File: src/hdl/clx_pkg.sv
// Package for the calculator language lexer: token kind codes, result item
// type, character classes, operator kinds and the keyword table.
// Depends on nothing.
package clx_pkg;

	localparam int NumKeys = 13;
	localparam int HoldDepth = 6;
	localparam int StackDepth = 16;
	localparam int MaxResults = 8;

	localparam logic [5:0] KIND_EOF     = 6'd0;
	localparam logic [5:0] KIND_NEWLINE = 6'd1;
	localparam logic [5:0] KIND_WS      = 6'd2;
	localparam logic [5:0] KIND_INVALID = 6'd3;
	localparam logic [5:0] KIND_STRING  = 6'd4;
	localparam logic [5:0] KIND_NUMBER  = 6'd5;
	localparam logic [5:0] KIND_LETTER  = 6'd6;
	localparam logic [5:0] KIND_NE      = 6'd7;
	localparam logic [5:0] KIND_MOD     = 6'd8;
	localparam logic [5:0] KIND_LPAREN  = 6'd10;
	localparam logic [5:0] KIND_RPAREN  = 6'd11;
	localparam logic [5:0] KIND_MUL     = 6'd12;
	localparam logic [5:0] KIND_ADD     = 6'd14;
	localparam logic [5:0] KIND_COMMA   = 6'd16;
	localparam logic [5:0] KIND_SUB     = 6'd17;
	localparam logic [5:0] KIND_DIV     = 6'd19;
	localparam logic [5:0] KIND_SEMI    = 6'd21;
	localparam logic [5:0] KIND_LT      = 6'd22;
	localparam logic [5:0] KIND_ASSIGN  = 6'd24;
	localparam logic [5:0] KIND_GT      = 6'd26;
	localparam logic [5:0] KIND_LBRACK  = 6'd28;
	localparam logic [5:0] KIND_RBRACK  = 6'd29;
	localparam logic [5:0] KIND_POW     = 6'd30;
	localparam logic [5:0] KIND_LBRACE  = 6'd32;
	localparam logic [5:0] KIND_RBRACE  = 6'd33;
	localparam logic [5:0] KIND_KEY0    = 6'd34;

	localparam logic [1:0] ST_OK      = 2'd0;
	localparam logic [1:0] ST_INVALID = 2'd1;
	localparam logic [1:0] ST_UNTERM  = 2'd2;

	typedef struct packed {
		logic [5:0] token_kind;
		logic [7:0] text_byte;
		logic       is_text;
		logic       token_end;
		logic [1:0] status;
	} result_t;

	typedef struct packed {
		logic       exact;
		logic       any;
		logic [3:0] idx;
	} key_res_t;

	localparam logic [7:0] KEY_CHR [NumKeys][HoldDepth] = '{
		'{"a", "u", "t", "o", 8'h00, 8'h00},
		'{"b", "r", "e", "a", "k", 8'h00},
		'{"d", "e", "f", "i", "n", "e"},
		'{"f", "o", "r", 8'h00, 8'h00, 8'h00},
		'{"i", "b", "a", "s", "e", 8'h00},
		'{"i", "f", 8'h00, 8'h00, 8'h00, 8'h00},
		'{"l", "e", "n", "g", "t", "h"},
		'{"o", "b", "a", "s", "e", 8'h00},
		'{"q", "u", "i", "t", 8'h00, 8'h00},
		'{"r", "e", "t", "u", "r", "n"},
		'{"s", "c", "a", "l", "e", 8'h00},
		'{"s", "q", "r", "t", 8'h00, 8'h00},
		'{"w", "h", "i", "l", "e", 8'h00}
	};
	localparam logic [2:0] KEY_LEN [NumKeys] = '{
		3'd4, 3'd5, 3'd6, 3'd3, 3'd5, 3'd2, 3'd6, 3'd5, 3'd4, 3'd6, 3'd5, 3'd4, 3'd5
	};

	function automatic logic is_digit(input logic [7:0] c);
		return c >= "0" && c <= "9";
	endfunction

	function automatic logic is_hexup(input logic [7:0] c);
		return c >= "A" && c <= "F";
	endfunction

	function automatic logic is_blank(input logic [7:0] c);
		return c == 8'h20 || c == 8'h09 || c == 8'h0b || c == 8'h0c || c == 8'h0d
			|| c == 8'h5c;
	endfunction

	function automatic logic is_op(input logic [7:0] c);
		return c == "!" || c == "%" || c == "*" || c == "+" || c == "-" || c == "/"
			|| c == "<" || c == "=" || c == ">" || c == "^";
	endfunction

	function automatic logic [5:0] op_kind(input logic [7:0] op, input logic eq);
		logic [5:0] k;
		unique case (op)
			"!":     k = eq ? KIND_NE : KIND_INVALID;
			"%":     k = KIND_MOD + 6'(eq);
			"*":     k = KIND_MUL + 6'(eq);
			"+":     k = KIND_ADD + 6'(eq);
			"-":     k = KIND_SUB + 6'(eq);
			"/":     k = KIND_DIV + 6'(eq);
			"<":     k = KIND_LT + 6'(eq);
			"=":     k = KIND_ASSIGN + 6'(eq);
			">":     k = KIND_GT + 6'(eq);
			default: k = KIND_POW + 6'(eq);
		endcase
		return k;
	endfunction

	function automatic key_res_t key_match(input logic [7:0] cand [HoldDepth],
		input logic [2:0] n);
		key_res_t r;
		logic hit;
		r = '0;
		for (int k = 0; k < NumKeys; k++) begin
			hit = KEY_LEN[k] >= n;
			for (int i = 0; i < HoldDepth; i++) begin
				if (3'(i) < n && cand[i] != KEY_CHR[k][i]) begin
					hit = 1'b0;
				end
			end
			if (hit && KEY_LEN[k] == n) begin
				r.exact = 1'b1;
				r.idx = 4'(k);
			end else if (hit) begin
				r.any = 1'b1;
			end
		end
		return r;
	endfunction

endpackage

File: src/hdl/clx_ifs.sv
// Channel interfaces of the calculator language lexer: source bytes in,
// result items out. Depends on nothing.
interface clx_byte_if;
	logic       valid;
	logic       ready;
	logic [7:0] in_byte;
	modport source (output valid, output in_byte, input ready);
	modport sink (input valid, input in_byte, output ready);
endinterface

interface clx_tok_if;
	logic       valid;
	logic       ready;
	logic [5:0] token_kind;
	logic [7:0] text_byte;
	logic       is_text;
	logic       token_end;
	logic [1:0] status;
	modport source (output valid, output token_kind, output text_byte, output is_text,
		output token_end, output status, input ready);
	modport sink (input valid, input token_kind, input text_byte, input is_text,
		input token_end, input status, output ready);
endinterface

File: src/hdl/calculator_language_lexer.sv
// Top level of the calculator language lexer: a byte stack, a lexer state and
// a sequencer that processes one byte per cycle unless stalled. Depends on clx_pkg, clx_ifs.
//
// Use: source bytes enter on byte_ch, one item per accepted byte; byte 0 ends
// the text and yields an end-of-text token. Tokens leave on tok_ch as result
// items; string and number tokens stream one item per character and then a
// closing item. Each accepted byte is pushed on a small stack; held bytes that
// must be lexed again are pushed on the same stack. The sequencer pops and
// processes one stacked byte per cycle unless tok_ch stalls it; a byte thus
// enters, each stacked byte is processed, held bytes are pushed back and the
// sequencer returns to idle. byte_ch is not ready while a byte is in process.
// Results go through one output register; when tok_ch stalls, the sequencer
// waits with its next result, which also holds back the byte in process.
// Reset empties the stack and the output register and returns the lexer to
// its idle state, expecting the start of a token.
module calculator_language_lexer (
	input logic clk,
	input logic arst_n,
	clx_byte_if.sink byte_ch,
	clx_tok_if.source tok_ch
);
	import clx_pkg::*;

	typedef enum logic [1:0] {S_IDLE, S_RUN, S_UNLOAD} seq_t;
	typedef enum logic [2:0] {M_IDLE, M_OP, M_WS, M_STR, M_NUM, M_KEY} mode_t;

	seq_t        seq_q;
	mode_t       mode_q, mode_d;
	logic [7:0]  stk_q [StackDepth];
	logic [4:0]  sp_q;
	logic [7:0]  pend_q [HoldDepth];
	logic [2:0]  pcnt_q, pcnt_d;
	logic        point_q, point_d;
	logic        bs_q, bs_d;
	logic [2:0]  uld_q;
	logic [3:0]  rcnt_q;
	logic        ov_q;
	result_t     res_q, res_d;

	logic        emit, pop, push, pend_wr, start_uld;
	logic [7:0]  push_byte;
	logic [7:0]  c;
	logic [7:0]  cand [HoldDepth];
	logic [2:0]  n0, n;
	key_res_t    kr;
	logic        slot_free, go, load;

	assign c = stk_q[4'(sp_q - 5'd1)];
	assign n0 = (mode_q == M_KEY) ? pcnt_q : 3'd0;
	assign n = n0 + 3'd1;

	always_comb begin
		for (int i = 0; i < HoldDepth; i++) begin
			cand[i] = (3'(i) == n0) ? c : pend_q[i];
		end
	end

	assign kr = key_match(cand, n);

	always_comb begin
		emit = 1'b0;
		pop = 1'b1;
		push = 1'b0;
		push_byte = 8'h5c;
		pend_wr = 1'b0;
		start_uld = 1'b0;
		res_d = '{token_kind: KIND_EOF, text_byte: 8'h00, is_text: 1'b0,
			token_end: 1'b1, status: ST_OK};
		mode_d = mode_q;
		pcnt_d = pcnt_q;
		point_d = point_q;
		bs_d = bs_q;
		unique case (mode_q)
			M_OP: begin
				mode_d = M_IDLE;
				pcnt_d = 3'd0;
				emit = 1'b1;
				if (c == "=") begin
					res_d.token_kind = op_kind(pend_q[0], 1'b1);
				end else if (pend_q[0] == "-" && (is_digit(c) || c == ".")) begin
					pop = 1'b0;
					res_d = '{KIND_NUMBER, "-", 1'b1, 1'b0, ST_OK};
					mode_d = M_NUM;
					point_d = 1'b0;
					bs_d = 1'b0;
				end else begin
					pop = 1'b0;
					res_d.token_kind = op_kind(pend_q[0], 1'b0);
					res_d.status = (pend_q[0] == "!") ? ST_INVALID : ST_OK;
				end
			end
			M_WS: begin
				if (!is_blank(c)) begin
					emit = 1'b1;
					pop = 1'b0;
					res_d.token_kind = KIND_WS;
					mode_d = M_IDLE;
				end
			end
			M_STR: begin
				res_d.token_kind = KIND_STRING;
				if (bs_q) begin
					bs_d = 1'b0;
					if (c != 8'h0a) begin
						pop = 1'b0;
						emit = 1'b1;
						res_d = '{KIND_STRING, 8'h5c, 1'b1, 1'b0, ST_OK};
					end
				end else if (c == "\"") begin
					emit = 1'b1;
					mode_d = M_IDLE;
				end else if (c == 8'h00) begin
					emit = 1'b1;
					pop = 1'b0;
					res_d.status = ST_UNTERM;
					mode_d = M_IDLE;
				end else if (c == 8'h5c) begin
					bs_d = 1'b1;
				end else begin
					emit = 1'b1;
					res_d = '{KIND_STRING, c, 1'b1, 1'b0, ST_OK};
				end
			end
			M_NUM: begin
				res_d.token_kind = KIND_NUMBER;
				if (bs_q) begin
					bs_d = 1'b0;
					if (c != 8'h0a) begin
						emit = 1'b1;
						pop = 1'b0;
						push = 1'b1;
						mode_d = M_IDLE;
					end
				end else if (is_digit(c) || is_hexup(c) || (c == "." && !point_q)) begin
					emit = 1'b1;
					res_d = '{KIND_NUMBER, c, 1'b1, 1'b0, ST_OK};
					if (c == ".") begin
						point_d = 1'b1;
					end
				end else if (c == 8'h5c) begin
					bs_d = 1'b1;
				end else begin
					emit = 1'b1;
					pop = 1'b0;
					mode_d = M_IDLE;
				end
			end
			default: begin
				if (mode_q == M_KEY || (c >= "a" && c <= "z")) begin
					pend_wr = 1'b1;
					if (kr.exact) begin
						emit = 1'b1;
						res_d.token_kind = KIND_KEY0 + 6'(kr.idx);
						mode_d = M_IDLE;
						pcnt_d = 3'd0;
					end else if (kr.any) begin
						mode_d = M_KEY;
						pcnt_d = n;
					end else begin
						emit = 1'b1;
						res_d = '{KIND_LETTER, cand[0], 1'b1, 1'b1, ST_OK};
						mode_d = M_IDLE;
						pcnt_d = 3'd0;
						pop = (n == 3'd1);
						start_uld = (n >= 3'd3);
					end
				end else if (c == 8'h00) begin
					emit = 1'b1;
				end else if (c == 8'h0a) begin
					emit = 1'b1;
					res_d.token_kind = KIND_NEWLINE;
				end else if (c == "\"") begin
					mode_d = M_STR;
					bs_d = 1'b0;
				end else if (is_op(c)) begin
					mode_d = M_OP;
					pend_wr = 1'b1;
					pcnt_d = 3'd1;
				end else if (is_blank(c)) begin
					mode_d = M_WS;
				end else if (c == "." || is_digit(c) || is_hexup(c)) begin
					emit = 1'b1;
					res_d = '{KIND_NUMBER, c, 1'b1, 1'b0, ST_OK};
					mode_d = M_NUM;
					point_d = (c == ".");
					bs_d = 1'b0;
				end else begin
					emit = 1'b1;
					priority case (c)
						"(":     res_d.token_kind = KIND_LPAREN;
						")":     res_d.token_kind = KIND_RPAREN;
						",":     res_d.token_kind = KIND_COMMA;
						";":     res_d.token_kind = KIND_SEMI;
						"[":     res_d.token_kind = KIND_LBRACK;
						"]":     res_d.token_kind = KIND_RBRACK;
						"{":     res_d.token_kind = KIND_LBRACE;
						"}":     res_d.token_kind = KIND_RBRACE;
						default: begin
							res_d.token_kind = KIND_INVALID;
							res_d.status = ST_INVALID;
						end
					endcase
				end
			end
		endcase
	end

	assign slot_free = !ov_q || tok_ch.ready;
	assign go = (seq_q == S_RUN) && (sp_q != 5'd0) && (!emit || slot_free);
	assign load = go && emit && (rcnt_q != 4'(MaxResults));

	assign byte_ch.ready = (seq_q == S_IDLE);
	assign tok_ch.valid = ov_q;
	assign tok_ch.token_kind = res_q.token_kind;
	assign tok_ch.text_byte = res_q.text_byte;
	assign tok_ch.is_text = res_q.is_text;
	assign tok_ch.token_end = res_q.token_end;
	assign tok_ch.status = res_q.status;

	always_ff @(posedge clk or negedge arst_n) begin
		if (!arst_n) begin
			seq_q <= S_IDLE;
			mode_q <= M_IDLE;
			sp_q <= '0;
			pcnt_q <= '0;
			point_q <= 1'b0;
			bs_q <= 1'b0;
			uld_q <= '0;
			rcnt_q <= '0;
			ov_q <= 1'b0;
		end else begin
			if (load) begin
				ov_q <= 1'b1;
			end else if (tok_ch.ready) begin
				ov_q <= 1'b0;
			end
			unique case (seq_q)
				S_IDLE: begin
					if (byte_ch.valid) begin
						stk_q[0] <= byte_ch.in_byte;
						sp_q <= 5'd1;
						rcnt_q <= '0;
						seq_q <= S_RUN;
					end
				end
				S_RUN: begin
					if (sp_q == 5'd0) begin
						seq_q <= S_IDLE;
					end else if (go) begin
						mode_q <= mode_d;
						pcnt_q <= pcnt_d;
						point_q <= point_d;
						bs_q <= bs_d;
						if (pend_wr && n0 < 3'(HoldDepth)) begin
							pend_q[n0] <= c;
						end
						if (load) begin
							res_q <= res_d;
							rcnt_q <= rcnt_q + 4'd1;
						end
						if (pop) begin
							sp_q <= sp_q - 5'd1;
						end else if (push && sp_q != 5'(StackDepth)) begin
							stk_q[sp_q[3:0]] <= push_byte;
							sp_q <= sp_q + 5'd1;
						end
						if (start_uld) begin
							uld_q <= n - 3'd2;
							seq_q <= S_UNLOAD;
						end
					end
				end
				default: begin
					if (sp_q != 5'(StackDepth)) begin
						stk_q[sp_q[3:0]] <= pend_q[uld_q];
						sp_q <= sp_q + 5'd1;
					end
					uld_q <= uld_q - 3'd1;
					if (uld_q == 3'd1) begin
						seq_q <= S_RUN;
					end
				end
			endcase
		end
	end

endmodule

File: src/flat_wrapper.sv
// flat-port wrapper written by rule: the top's interface ports become plain ports
module calculator_language_lexer_flat import clx_pkg::*;
  (clk, arst_n, byte_ch_valid, byte_ch_in_byte, byte_ch_ready, tok_ch_valid, tok_ch_token_kind, tok_ch_text_byte, tok_ch_is_text, tok_ch_token_end, tok_ch_status, tok_ch_ready);
  clx_byte_if byte_ch_i ();
  clx_tok_if tok_ch_i ();
  input logic clk;
  input logic arst_n;
  input wire logic [$bits(byte_ch_i.valid)-1:0] byte_ch_valid;
  input wire logic [$bits(byte_ch_i.in_byte)-1:0] byte_ch_in_byte;
  output wire logic [$bits(byte_ch_i.ready)-1:0] byte_ch_ready;
  output wire logic [$bits(tok_ch_i.valid)-1:0] tok_ch_valid;
  output wire logic [$bits(tok_ch_i.token_kind)-1:0] tok_ch_token_kind;
  output wire logic [$bits(tok_ch_i.text_byte)-1:0] tok_ch_text_byte;
  output wire logic [$bits(tok_ch_i.is_text)-1:0] tok_ch_is_text;
  output wire logic [$bits(tok_ch_i.token_end)-1:0] tok_ch_token_end;
  output wire logic [$bits(tok_ch_i.status)-1:0] tok_ch_status;
  input wire logic [$bits(tok_ch_i.ready)-1:0] tok_ch_ready;
  assign byte_ch_i.valid = byte_ch_valid;
  assign byte_ch_i.in_byte = byte_ch_in_byte;
  assign byte_ch_ready = byte_ch_i.ready;
  assign tok_ch_valid = tok_ch_i.valid;
  assign tok_ch_token_kind = tok_ch_i.token_kind;
  assign tok_ch_text_byte = tok_ch_i.text_byte;
  assign tok_ch_is_text = tok_ch_i.is_text;
  assign tok_ch_token_end = tok_ch_i.token_end;
  assign tok_ch_status = tok_ch_i.status;
  assign tok_ch_i.ready = tok_ch_ready;
  calculator_language_lexer u_core (.clk(clk), .arst_n(arst_n), .byte_ch(byte_ch_i), .tok_ch(tok_ch_i));
endmodule
File: config.mk
export PLATFORM = sky130hd
export DESIGN_NAME = calculator_language_lexer_flat
export DESIGN_NICKNAME = d
export VERILOG_FILES = /design/src/hdl/clx_pkg.sv /design/src/hdl/clx_ifs.sv /design/src/hdl/calculator_language_lexer.sv /design/src/flat_wrapper.sv
export SDC_FILE = /design/constraint.sdc
export NUM_CORES = 1
export LEC_CHECK = 0
export BUFFER_PORTS_ARGS = -buffer_cell sky130_fd_sc_hd__buf_4
export CAP_MARGIN = 5
export CELL_PAD_IN_SITES_DETAIL_PLACEMENT = 1
export CELL_PAD_IN_SITES_GLOBAL_PLACEMENT = 1
export CORE_ASPECT_RATIO = 1.1
export CORE_UTILIZATION = 42
export CTS_CLUSTER_DIAMETER = 40
export DETAILED_ROUTE_END_ITERATION = 10
export PLACE_DENSITY_LB_ADDON = 0.1
export SLEW_MARGIN = 30
export SYNTH_ARGS = -nofsm -noshare
export SYNTH_HDL_FRONTEND = slang
export SYNTH_SLANG_ARGS = --single-unit
File: constraint.sdc
create_clock -name clk -period 7.8 [get_ports clk]
set_input_delay 1.56 -clock clk [delete_from_list [all_inputs] [get_ports clk]]
set_output_delay 1.56 -clock clk [all_outputs]
set_load 0.01 [all_outputs]
==> results.md <==
* Status: finished clean
* Die span in y at 199 um
* Vias post-DR at 13000
* Max frequency at 0.137 GHz
* Total area of sequential cells at 0.00688 mm^2
* Detail Placement HPWL at 46000 um
* Violation count after the first detailed-routing iteration at 1279
* Final hold violation count at 0
* GP Congestion at 1.01
* Post-synthesis average cell area at 10.8 um^2
* Seq cells post-synth at 233
* Port Buffers at 31
* Critical path fanouts, max at 19
* Slew Viols, Final at 0
* Number of buffers on the longest clock path at 3
* Wire per inst at 31.3 um
* EDFF count, synth at 210
* Class of the tightest hold or removal check: reg2reg
* Final critical-path required period at 7.28 ns
* Worst path slowest cell: a222oi_1
* Pin count of the biggest net entering global routing at 49
* Antenna violations before repair at 0
* Area growth, synth to finish at 15.0%
* Count of cells along the worst register-to-register path at 19
* Multi-input gate area in the final layout at 0.00750 mm^2
* DRC violations left at 0
* Gate count after technology mapping at 1371
* Root buffer cell: clkbuf_16
* Clock-pin transition on the worst setup and hold timing paths at 0.06 ns
* Number of H-tree levels at 2
* Commonest cells after routing, fill and taps aside: edfxtp_1, nor2_1, nand2_1, buf_4, a21oi_1
* Clock sinks at 233
* Actual slew at the worst max-slew pin at 0.988 ns
* Overall fraction of global-route tracks in use at 33.3%
* First-pass GRT wire length at 88200 um
* Area of the mapped netlist at 0.0148 mm^2
* Most frequently used flop master after synthesis: edfxtp_1
* Critical Path AT at 7.51 ns
* Number of global-route vias before repair at 13000
* Skew-Pair Late Insertion Delay at 0.53 ns
* Fraction of layout cells with a size suffix above 1 at 19.9%
* Critical Path Source Type: flip-flop
* Relative max-transition margin at 32.3%
* Total Die Area at 0.0361 mm^2
* Count of distinct cell types in the synthesized netlist at 108
* TritonCTS clock tree: yes
* Endpoint class of the critical path: flip-flop
* Detailed route wirelength on metal3 at 3910 um
* Unrepaired setup endpoints after global routing: false
* Number of optimization iterations in the first detailed-route pass at 5
* Critical Path RT at 8.02 ns
* Via density at 6.82
* Final setup vio count at 0
* Layout Skew at 0.0244 ns
* Number of buffers inserted by post-CTS setup repair at 0
* Starting density of the core at 43.1%
* Part of the Yosys area used for sequential elements at 46.4%
* Top Layer Used: met4
* Leading cell type in the layout, fill and taps excluded: edfxtp_1
* TritonCTS Buffers at 35
* Setup TNS at 0 ns
* Kind of critical path: reg2reg
* Diode count at 0
* GRT overflow at 0
* I/O pin cnt at 32
* MaxCap Viol Count at 0
* Total detailed-routing wirelength at 59600 um
* Fill cell count at 3679
* Yosys synthesis warning count at 0
* Standard-cell row count at 71
* Count of cells along the worst hold path at 1
* Detail Route Antenna Nets at 0
* Met2 wirelength from detailed routing at 28700 um
* Cell breakdown of the critical path: and3b_1 > nand2_1 > inv_1 > ha_1 > ha_1 > clkinv_1 > a222oi_1 > nand3_1 > a211oi_2 > a21oi_1 > nor3_1 > a211oi_1 > a211oi_1 > or3_1 > a31o_4 > a31oi_4 > buf_4 > o32ai_1 > buf_4
* DIE WIDTH at 181 um
* Core area at 0.0345 mm^2
* Post-synthesis async set-or-reset flop share at 9.87%
* Share of the clock period used by the worst path after layout at 93.4%
* Met1 Wirelength at 23300 um
* Total number of nets in the final design at 1474
* Largest incremental delay on the critical path at 0.73 ns
## worst max-delay path, delay by kind of cell (launching register included)
family,cells,cell delay (ns)
adders and majority gates,2,0.78
DFF,1,0.58
buffers and inverters,4,1.27
AOI/OAI and AO/OA,8,2.60
and+or+nand+nor,5,1.74
## cell families after synthesis
group / count (synthesis) / share of synthesized area [%]
and+or+nand+nor: 483 / 16.8
AOI/OAI and AO/OA: 385 / 18.4
DFF: 233 / 46.4
buffers and inverters: 123 / 3.77
muxes: 117 / 12.4
adders and majority gates: 18 / 1.52
xor gates and xnor gates: 11 / 0.699
other: 1 / 0.0253
## cell usage after synthesis (all sizes together) (18+ instances only)
cell type | number | area share [%]
nand4 | 31 | 1.4
nor2 | 113 | 2.9
edfxtp | 210 | 42
mux4 | 46 | 7.0
mux2i | 38 | 2.9
or3 | 19 | 0.80
dfrtp | 23 | 3.9
a211oi | 23 | 1.2
ha | 18 | 1.5
nand3 | 65 | 2.2
clkbuf | 45 | 1.1
nand2 | 102 | 2.6
nor3 | 50 | 1.7
o22ai | 21 | 0.93
a21oi | 82 | 2.9
buf | 33 | 1.5
nor4 | 26 | 1.4
mux2 | 33 | 2.5
o21ai | 65 | 2.2
inv | 43 | 1.1
a31oi | 39 | 1.7
## sequential cells by signal, summed over array words and instances, names as in the netlist
| name | cells |
|---|---|
| u_core.seq_q | 2 |
| u_core.bs_q | 1 |
| u_core.tok_ch.token_kind | 6 |
| u_core.stk_q | 128 |
| u_core.point_q | 1 |
| u_core.rcnt_q | 4 |
| u_core.tok_ch.text_byte | 8 |
| u_core.tok_ch.token_end | 1 |
| u_core.tok_ch.status | 2 |
| u_core.pcnt_q | 3 |
| u_core.mode_q | 3 |
| u_core.uld_q | 3 |
| u_core.sp_q | 5 |
| u_core.tok_ch.valid | 1 |
| u_core.tok_ch.is_text | 1 |
| u_core.pend_q | 64 |
## worst paths after layout
path | startpoint | to | slack, ns
max | u_core.mode_q[2] | u_core.stk_q[0][0] | 0.52
min | u_core.point_q | u_core.point_q | 0.50
max reg2reg | u_core.mode_q[2] | u_core.stk_q[0][0] | 0.52
min reg2reg | u_core.point_q | u_core.point_q | 0.50
max in group asynchronous | arst_n | u_core.sp_q[0] | 6.57
min in group asynchronous | arst_n | u_core.bs_q | 0.93
## stage by stage
stage	utilization, %	hold slack (ns)	instances	setup slack [ns]	cell area [um^2]
5_1_grt	49.5	0.505	1907	0.0225	17100
6_report	49.5	0.496	1907	0.516	17100
4_1_cts	49.5	0.496	1906	0.449	17000
2_1_floorplan	-	0.465	1386	1.83	14900
3_3_place_gp	45.9	0.478	1844	0.390	15800
3_5_place_dp	45.9	0.482	1844	0.505	15800
## layout make-up
type / instances / area share [%]
inverter: 45 / 0.990
clock inverter: 25 / 1.80
clock buffer: 37 / 5.30
timing repair buffer: 99 / 4.41
sequential: 233 / 40.3
multi-input combinational: 1030 / 44.0
tap: 438 / 3.21
## repair_timing
| item | 4_1_cts | 5_1_grt |
|---|---|---|
| gates resized for setup | 0 | 4 |
| hold buffers | 0 | 0 |
| endpoints found under the setup margin | 0 | 114 |
## per-layer routing
layer | GRT usage (%) | vias up
met1 | 40.8 | 6579
met2 | 56.4 | 616
met3 | 5.18 | 171
met4 | 18.8 | 0
li1 | - | 5632
met5 | 0 | -
Power is left out: the tool's default activity adds up to more than one toggle a clock period on the data nets, which glitch-free logic cannot reach.
